`config.mk`:
```
export PLATFORM = sky130hd
export DESIGN_NAME = sha1_message_hasher
export DESIGN_NICKNAME = d
export VERILOG_FILES = /design/src/design/sha1h_pkg.sv /design/src/design/sha1h_datapath.sv /design/src/design/sha1h_ctrl.sv /design/src/design/sha1_message_hasher.sv
export SDC_FILE = /design/constraint.sdc
export NUM_CORES = 2
export LEC_CHECK = 0
export ABC_AREA = 1
export BUFFER_PORTS_ARGS = -buffer_cell sky130_fd_sc_hd__clkbuf_2
export CAP_MARGIN = 20
export CORE_MARGIN = 2
export CORE_UTILIZATION = 58
export CTS_BUF_LIST = sky130_fd_sc_hd__clkbuf_4 sky130_fd_sc_hd__clkbuf_8 sky130_fd_sc_hd__clkbuf_16
export CTS_CLUSTER_DIAMETER = 50
export DETAILED_ROUTE_END_ITERATION = 10
export GPL_ROUTABILITY_DRIVEN = 1
export PLACE_DENSITY_LB_ADDON = 0.15
export RECOVER_POWER = 50
export SKIP_CTS_REPAIR_TIMING = 1
export SLEW_MARGIN = 30
export SYNTH_ARGS = -nofsm -noshare
export SYNTH_HDL_FRONTEND = slang
export SYNTH_SLANG_ARGS = --single-unit
```
`constraint.sdc`:
```
create_clock -name clock -period 19 [get_ports clock]
set_clock_uncertainty 0.05 [all_clocks]
set_input_delay 1.9 -clock clock [delete_from_list [all_inputs] [get_ports clock]]
set_output_delay 1.9 -clock clock [all_outputs]
set_load 0.1 [all_outputs]
```
`src/design/sha1h_pkg.sv`:
```
package sha1h_pkg;

   // request kinds carried on req_tuser
   localparam logic REQ_DATA   = 1'b0;
   localparam logic REQ_FINISH = 1'b1;

   // block and schedule sizes
   localparam int BLOCK_BITS = 512;
   localparam int ROUNDS     = 80;
   localparam int WORDS      = 5;

   localparam logic [6:0] LAST_ROUND = 7'(ROUNDS - 1);
   localparam logic [2:0] LAST_WORD  = 3'(WORDS - 1);

   // round constants
   localparam logic [31:0] K0 = 32'h5A827999;
   localparam logic [31:0] K1 = 32'h6ED9EBA1;
   localparam logic [31:0] K2 = 32'h8F1BBCDC;
   localparam logic [31:0] K3 = 32'hCA62C1D6;

   // initial chaining words
   localparam logic [31:0] H_INIT [WORDS] = '{
      32'h67452301, 32'hEFCDAB89, 32'h98BADCFE, 32'h10325476, 32'hC3D2E1F0
   };

   localparam logic [7:0] PAD_BYTE = 8'h80;

   // source of the byte shifted into the block register
   localparam logic [1:0] BSEL_DATA = 2'd0;
   localparam logic [1:0] BSEL_PAD  = 2'd1;
   localparam logic [1:0] BSEL_ZERO = 2'd2;
   localparam logic [1:0] BSEL_LEN  = 2'd3;

   typedef struct packed {
      logic       shift_en;
      logic [1:0] byte_sel;
      logic       count_inc;
      logic       load_len;
      logic       init_vars;
      logic       round_en;
      logic [6:0] round_idx;
      logic       add_chain;
      logic       restart;
      logic [2:0] word_idx;
   } cmd_type;

   typedef struct packed {
      logic fill_last;   // this shift completes the block
      logic fill_pad_end; // this shift leaves room for just the length
   } status_type;

endpackage

```
`src/design/sha1h_datapath.sv`:
```
module sha1h_datapath (
   input  logic               clock,
   input  logic               reset,
   input  sha1h_pkg::cmd_type cmd,
   input  logic [7:0]         data_byte,
   output sha1h_pkg::status_type status,
   output logic [31:0]        digest_word
);
   import sha1h_pkg::*;

   logic [BLOCK_BITS-1:0] blk_ff, blk_in;
   logic [5:0]  fill_ff, fill_in;
   logic [63:0] count_ff, count_in;
   logic [63:0] len_ff, len_in;
   logic [31:0] var_ff [WORDS];
   logic [31:0] var_in [WORDS];
   logic [31:0] chain_ff [WORDS];
   logic [31:0] chain_in [WORDS];

   logic [7:0]  byte_val;
   logic [31:0] w0, w2, w8, w13, w_mix, w_new;
   logic [31:0] f_val, k_val, tmp;

   // byte source selection
   always_comb begin
      unique case (cmd.byte_sel)
         BSEL_DATA: byte_val = data_byte;
         BSEL_PAD:  byte_val = PAD_BYTE;
         BSEL_ZERO: byte_val = 8'h00;
         BSEL_LEN:  byte_val = len_ff[63:56];
         default:   byte_val = 8'h00;
      endcase
   end

   // schedule window taps, oldest word in the top bits
   assign w0    = blk_ff[511:480];
   assign w2    = blk_ff[447:416];
   assign w8    = blk_ff[255:224];
   assign w13   = blk_ff[95:64];
   assign w_mix = w13 ^ w8 ^ w2 ^ w0;
   assign w_new = {w_mix[30:0], w_mix[31]};

   // round function and constant by round band
   always_comb begin
      if (cmd.round_idx < 7'd20) begin
         f_val = (var_ff[1] & var_ff[2]) | (~var_ff[1] & var_ff[3]);
         k_val = K0;
      end else if (cmd.round_idx < 7'd40) begin
         f_val = var_ff[1] ^ var_ff[2] ^ var_ff[3];
         k_val = K1;
      end else if (cmd.round_idx < 7'd60) begin
         f_val = (var_ff[1] & var_ff[2]) | (var_ff[1] & var_ff[3])
               | (var_ff[2] & var_ff[3]);
         k_val = K2;
      end else begin
         f_val = var_ff[1] ^ var_ff[2] ^ var_ff[3];
         k_val = K3;
      end
   end

   assign tmp = {var_ff[0][26:0], var_ff[0][31:27]} + f_val + var_ff[4] + k_val + w0;

   // block register, fill pointer, count and length
   always_comb begin
      blk_in   = blk_ff;
      fill_in  = fill_ff;
      count_in = count_ff;
      len_in   = len_ff;
      if (cmd.shift_en) begin
         blk_in  = {blk_ff[BLOCK_BITS-9:0], byte_val};
         fill_in = fill_ff + 6'd1;
      end else if (cmd.round_en) begin
         blk_in = {blk_ff[BLOCK_BITS-33:0], w_new};
      end
      if (cmd.count_inc) count_in = count_ff + 64'd1;
      if (cmd.restart)   count_in = 64'd0;
      if (cmd.load_len) begin
         len_in = {count_ff[60:0], 3'b000};
      end else if (cmd.shift_en && cmd.byte_sel == BSEL_LEN) begin
         len_in = {len_ff[55:0], 8'h00};
      end
   end

   // working variables and chaining words
   always_comb begin
      for (int i = 0; i < WORDS; i++) begin
         var_in[i]   = var_ff[i];
         chain_in[i] = chain_ff[i];
      end
      if (cmd.init_vars) begin
         for (int i = 0; i < WORDS; i++) var_in[i] = chain_ff[i];
      end else if (cmd.round_en) begin
         var_in[0] = tmp;
         var_in[1] = var_ff[0];
         var_in[2] = {var_ff[1][1:0], var_ff[1][31:2]};
         var_in[3] = var_ff[2];
         var_in[4] = var_ff[3];
      end
      if (cmd.add_chain) begin
         for (int i = 0; i < WORDS; i++) chain_in[i] = chain_ff[i] + var_ff[i];
      end else if (cmd.restart) begin
         for (int i = 0; i < WORDS; i++) chain_in[i] = H_INIT[i];
      end
   end

   // payload registers
   always_ff @(posedge clock) begin
      blk_ff <= blk_in;
      len_ff <= len_in;
      for (int i = 0; i < WORDS; i++) var_ff[i] <= var_in[i];
   end

   // state that reset brings to the start of a message
   always_ff @(posedge clock) begin
      if (reset) begin
         fill_ff  <= 6'd0;
         count_ff <= 64'd0;
         for (int i = 0; i < WORDS; i++) chain_ff[i] <= H_INIT[i];
      end else begin
         fill_ff  <= fill_in;
         count_ff <= count_in;
         for (int i = 0; i < WORDS; i++) chain_ff[i] <= chain_in[i];
      end
   end

   assign status.fill_last    = (fill_ff == 6'd63);
   assign status.fill_pad_end = (fill_ff == 6'd55);
   assign digest_word         = chain_ff[cmd.word_idx];

endmodule

```
`src/design/sha1h_ctrl.sv`:
```
module sha1h_ctrl (
   input  logic                  clock,
   input  logic                  reset,
   input  logic                  req_tvalid,
   output logic                  req_tready,
   input  logic                  req_kind,
   output logic                  rsp_tvalid,
   input  logic                  rsp_tready,
   output logic                  rsp_tlast,
   input  sha1h_pkg::status_type status,
   output sha1h_pkg::cmd_type    cmd
);
   import sha1h_pkg::*;

   localparam logic [2:0] S_IDLE  = 3'd0;
   localparam logic [2:0] S_PAD   = 3'd1;
   localparam logic [2:0] S_ZERO  = 3'd2;
   localparam logic [2:0] S_LEN   = 3'd3;
   localparam logic [2:0] S_ROUND = 3'd4;
   localparam logic [2:0] S_ADD   = 3'd5;
   localparam logic [2:0] S_EMIT  = 3'd6;

   logic [2:0] state_ff, state_in;
   logic [2:0] ret_ff, ret_in;
   logic [6:0] round_ff, round_in;
   logic [2:0] word_ff, word_in;

   // next state and commands
   always_comb begin
      state_in   = state_ff;
      ret_in     = ret_ff;
      round_in   = round_ff;
      word_in    = word_ff;
      cmd        = '0;
      cmd.word_idx  = word_ff;
      cmd.round_idx = round_ff;
      req_tready = 1'b0;
      rsp_tvalid = 1'b0;
      unique case (state_ff)
         S_IDLE: begin
            req_tready = 1'b1;
            if (req_tvalid) begin
               if (req_kind == REQ_FINISH) begin
                  cmd.load_len = 1'b1;
                  state_in     = S_PAD;
               end else begin
                  cmd.shift_en  = 1'b1;
                  cmd.byte_sel  = BSEL_DATA;
                  cmd.count_inc = 1'b1;
                  if (status.fill_last) begin
                     cmd.init_vars = 1'b1;
                     state_in      = S_ROUND;
                     ret_in        = S_IDLE;
                     round_in      = 7'd0;
                  end
               end
            end
         end
         S_PAD: begin
            cmd.shift_en = 1'b1;
            cmd.byte_sel = BSEL_PAD;
            if (status.fill_last) begin
               cmd.init_vars = 1'b1;
               state_in      = S_ROUND;
               ret_in        = S_ZERO;
               round_in      = 7'd0;
            end else if (status.fill_pad_end) begin
               state_in = S_LEN;
            end else begin
               state_in = S_ZERO;
            end
         end
         S_ZERO: begin
            cmd.shift_en = 1'b1;
            cmd.byte_sel = BSEL_ZERO;
            if (status.fill_last) begin
               cmd.init_vars = 1'b1;
               state_in      = S_ROUND;
               ret_in        = S_ZERO;
               round_in      = 7'd0;
            end else if (status.fill_pad_end) begin
               state_in = S_LEN;
            end
         end
         S_LEN: begin
            cmd.shift_en = 1'b1;
            cmd.byte_sel = BSEL_LEN;
            if (status.fill_last) begin
               cmd.init_vars = 1'b1;
               state_in      = S_ROUND;
               ret_in        = S_EMIT;
               round_in      = 7'd0;
            end
         end
         S_ROUND: begin
            cmd.round_en = 1'b1;
            round_in     = round_ff + 7'd1;
            if (round_ff == LAST_ROUND) state_in = S_ADD;
         end
         S_ADD: begin
            cmd.add_chain = 1'b1;
            word_in       = 3'd0;
            state_in      = ret_ff;
         end
         S_EMIT: begin
            rsp_tvalid = 1'b1;
            if (rsp_tready) begin
               if (word_ff == LAST_WORD) begin
                  cmd.restart = 1'b1;
                  state_in    = S_IDLE;
               end else begin
                  word_in = word_ff + 3'd1;
               end
            end
         end
         default: begin
            state_in = S_IDLE;
         end
      endcase
   end

   assign rsp_tlast = (word_ff == LAST_WORD);

   // control registers
   always_ff @(posedge clock) begin
      if (reset) begin
         state_ff <= S_IDLE;
         ret_ff   <= S_IDLE;
         round_ff <= 7'd0;
         word_ff  <= 3'd0;
      end else begin
         state_ff <= state_in;
         ret_ff   <= ret_in;
         round_ff <= round_in;
         word_ff  <= word_in;
      end
   end

endmodule

```
`src/design/sha1_message_hasher.sv`:
```
// a data request shifts one byte into the block; when it completes a 64-byte block
// it starts 80 rounds of the single shared round unit, followed by the chaining add
// a finish request pads byte-wise (0x80, zeros, then the 64-bit bit length), compressing
// one or two blocks, before the first digest word, then one word per accepted response
// requests are accepted only while idle, not during compression or digest output
// reset is synchronous, active high: initial chaining words, zero byte count, idle
module sha1_message_hasher (
   input  logic        clock,
   input  logic        reset,
   input  logic        req_tvalid,
   output logic        req_tready,
   input  logic [7:0]  req_tdata,  // [7:0] data_byte
   input  logic        req_tuser,  // [0] req_type
   output logic        rsp_tvalid,
   input  logic        rsp_tready,
   output logic [31:0] rsp_tdata,  // [31:0] digest_word
   output logic [2:0]  rsp_tuser,  // [2:0] word_index
   output logic        rsp_tlast   // last_word
);
   import sha1h_pkg::*;

   cmd_type    cmd;
   status_type status;

   // sequencing of load, padding, rounds and digest output
   sha1h_ctrl u_ctrl (
      .clock      (clock),
      .reset      (reset),
      .req_tvalid (req_tvalid),
      .req_tready (req_tready),
      .req_kind   (req_tuser),
      .rsp_tvalid (rsp_tvalid),
      .rsp_tready (rsp_tready),
      .rsp_tlast  (rsp_tlast),
      .status     (status),
      .cmd        (cmd)
   );

   // block register, schedule, round unit and chaining words
   sha1h_datapath u_datapath (
      .clock       (clock),
      .reset       (reset),
      .cmd         (cmd),
      .data_byte   (req_tdata),
      .status      (status),
      .digest_word (rsp_tdata)
   );

   assign rsp_tuser = cmd.word_idx;

endmodule
```
==> impl_summary.txt <==
----------------------------------------------------
[Status]
  Outcome ... finished with violations
  Violations in the final reports ... capacitance limit, slew limit

[Finish]
  Ratio of cells with drive above 1 in the final layout ... 4.01%
  Area growth from synthesis to final layout ... 8.72%
  Layout Nets ... 8465
  Non-filler instance count after layout ... 9632

[Global route]
  Vias in the first global route ... 50300
  Antenna violations before repair ... 3
  Total Routing Usage GR ... 36.7%
  Global-route wire length before repair ... 301 mm
  Largest net degree at the start of global routing ... 234
  Remaining Overflow, GRT ... 0

[Pwr]
  Switching part of the total ... 29.7%
  Psw ... 1890 uW
  Static Leak ... 0.0309 uW
  Post-layout power ... 6380 uW
  Clock Power Share ... 37.7%
  Int Pwr ... 4490 uW
  Sequential power share ... 45.8%
  Pwr/cell area ... 95.6 nW/um^2
  Worst vdd ir ... 0.123 mV
  Combinational Power Share ... 16.5%

[Placed design]
  Placed wire-length estimate after detailed placement ... 149 mm
  Buffers on Ports ... 50
  Worst slack at placement ... 12310 ps
  Cell count after placement ... 9393
  Gpl congestion ... 1.06

[Routing]
  Residual DRC ... 0
  Number of violations reported at the end of detailed-routing iteration 0 ... 5862
  Routed wire length per instance ... 20.9 um
  Routed vias/inst ... 5.65
  Number of iterations in the first detailed-routing pass ... 7
  Via count of the routed design ... 54400
  Antenna Violating Nets Remaining ... 0
  Overall routed net length ... 202 mm

[Logic synthesis]
  Most frequent cell after synthesis ... nand2_1
  Main area contributors after synthesis ... edfxtp_1 36%, nand2_1 21%, dfxtp_1 8.0%, inv_1 6.6%, ha_1 4.2%
  Synth Area per Inst ... 7.50 um^2
  Cells after Synth ... 8185
  Top cells by count, synth ... 3365 x nand2_1, 1081 x inv_1, 733 x edfxtp_1, 447 x o21ai_0, 413 x nor2_1
  Warnings from Yosys ... 0
  Count of cell types in the netlist ... 52
  Synthesized area ... 61400 um^2
  Dominant synthesized flop cell ... edfxtp_1
  Share of Yosys cell area claimed by the top area cell type ... 35.9%
  Count of state elements after synthesis ... 978
  Cell type contributing the most total cell area after synthesis ... edfxtp_1
  Synth Net Count ... 8521
  Sequential area share after synthesis ... 43.9%
  Number of enable flip-flop cells after synthesis ... 733
  Post-synth ARST share ... 0%

[Setup path]
  Most frequent CP cell ... clkbuf_1
  Req. time, crit path ... 19330 ps
  Worst reg2reg path endpoint ... u_datapath.var_ff[0][144]$_DFFE_PP_
  Worst flop-to-flop path startpoint ... u_ctrl.state_ff[0]$_SDFFE_PP0P_
  Data arrival, critical path ... 12430 ps
  Slowest stage cell, crit path ... nand2_1
  Crit Path Category ... primary input to register
  Path depth of the worst reg2reg path ... 11
  Buf+Inv Stages, Crit Path ... 5
  Flop-to-flop setup slack ... 7630 ps
  Crit path from ... req_tuser
  Type of element launching the critical path ... primary input
  Critical path capture point type ... register
  Kind of cell with the highest combined delay on the critical path ... buffers and inverters
  Worst-path cell chain ... clkbuf_1 > nor2_1 > nand2_2 > clkbuf_1 > nand2_1 > nand2_1 > inv_1 > clkbuf_1 > clkbuf_1 > o21ai_0
  Worst path max stage delay ... 2480 ps
  Largest fanout on the critical path ... 74

[Job]
  Maxcap violations ... 21

[STA]
  Number of setup violations in the final report ... 0
  Final worst path period need ... 12100 ps
  Actual transition at the worst max-transition pin ... 4420 ps
  Hold Vio Cnt, Final ... 0
  Portion of the clock cycle consumed by the worst path in the final layout ... 63.7%
  Final worst slack ... 6900 ps
  Tightest slew margin relative to the limit ... -195%
  Worst Hold Margin ... 403 ps
  Number of pins with negative max-slew slack in the final report ... 1311
  Summed negative setup slack over all endpoints ... 0 ps
  RSZ-0062 raised after global routing ... false
  FMAX ... 82.6 MHz

[Die]
  Overall die height ... 329 um
  Site row count ... 119
  Die footprint ... 108000 um^2
  Die extent in x ... 329 um
  Core footprint ... 105000 um^2
  Initial cell density of the core ... 58.4%
  Number of top-level design ports ... 51

[CTS]
  Clock root cell ... clkbuf_16
  Skew-Pair Late Insertion Delay ... 760 ps
  H-tree levels ... 3
  Clock transition at the registers of the reported paths ... 60 ps
  Inserted Clock Buffers ... 121
  Total clock sinks ... 978
  CTS tree ... yes
  Maximum count of clock buffers along a single path ... 3

[Worst hold path]
  Hold wc startpoint ... u_datapath.fill_ff[5]$_SDFFE_PP0P_
  Worst min path class ... register to register
  Worst hold path depth ... 2
  Capture endpoint of the worst hold path ... u_datapath.fill_ff[5]$_SDFFE_PP0P_

----------------------------------------------------
[flip-flops by register name (all words and copies together), names as in the netlist, named ones only]
signal and cells:
u_datapath.count_ff 61, u_datapath.blk_ff 512, u_datapath.len_ff 61, u_ctrl.round_ff 7, u_ctrl.state_ff 3, u_datapath.var_ff 160
u_ctrl.ret_ff 2, u_datapath.chain_ff 160, u_datapath.fill_ff 6, u_ctrl.word_ff 3
[worst max-delay path by stage]
stage | to | cells past startpoint
6_report | u_datapath.var_ff[0][144]$_DFFE_PP_ | 10
2_1_floorplan | u_datapath.blk_ff[0]$_DFFE_PP_ | 8
3_5_place_dp | u_datapath.blk_ff[431]$_DFFE_PP_ | 11
3_3_place_gp | u_datapath.blk_ff[431]$_DFFE_PP_ | 11
4_1_cts | u_datapath.var_ff[0][31]$_DFFE_PP_ | 21
5_1_grt | u_datapath.var_ff[0][149]$_DFFE_PP_ | 10
[layout by cell type, fill, tap and decap left out, drive strengths merged, types with 8 or more instances in the layout]
cell / n
nand2: 3372
inv: 1107
edfxtp: 733
o21ai: 454
nor2: 420
nand3: 366
a21oi: 365
dfxtp: 245
clkbuf: 208
ha: 206
fa: 117
xnor2: 101
xor2: 75
nor3: 72
o211ai: 68
clkinv: 57
nand4: 54
a31oi: 35
buf: 29
o21bai: 21
and2: 17
bufinv: 12
a21o: 11
o221ai: 10
nand3b: 9
a211oi: 8
and3: 8
clkinvlp: 8
[metrics by stage]
stage | util, % | cell area (um^2)
2_1_floorplan | - | 61400
3_5_place_dp | 59.6 | 62600
6_report | 63.5 | 66700
3_3_place_gp | 59.5 | 62600
5_1_grt | 63.5 | 66700
4_1_cts | 63.6 | 66800
[worst register-to-register path, delay by kind of cell, from the launching register on]
family,cells,cell delay [ps]
buf+inv,5,5280
simple gates,5,4840
compound gates,1,430
flops,1,380
[layer usage]
layer / share of wire (%) / track usage [%] / up-vias
met2: 45 / 57.3 / 2355
met3: 8.3 / 6.27 / 562
met1: 39 / 47.5 / 25500
met5: 0 / 0 / -
met4: 7.6 / 23.4 / 0
li1: - / - / 26100
[logic make-up (layout without fill, tap and decap cells)]
kind of cell,after synthesis,after routing,synth area share (%)
xor gates and xnor gates,176,176,2.51
muxes,5,5,0.0917
buffers and inverters,1368,1421,8.66
adders and majority gates,323,323,8.02
DFF,978,978,43.9
other,0,3,0
AOI/OAI and AO/OA,1001,1001,8.86
and+or+nand+nor,4334,4334,28.0
[power by group through the flow]
stage / clock network (uW) / registers (uW) / logic (uW)
2_1_floorplan: 0 / 3000 / 780
3_3_place_gp: 0 / 2960 / 1000
3_5_place_dp: 0 / 2960 / 1030
4_1_cts: 2430 / 2920 / 1040
5_1_grt: 2510 / 2950 / 1190
6_report: 2400 / 2920 / 1060
[area by class of cell]
class,count,area (um^2)
inverters,1094,4120
diodes,3,7.51
multi-input cells,5839,29100
clock inverters,90,1000
fillers,9474,38400
well taps,1391,1740
flip-flops and latches,978,26900
clock buffers,142,3220
repair buffers,95,582
Power figures use the tool's default switching activity.
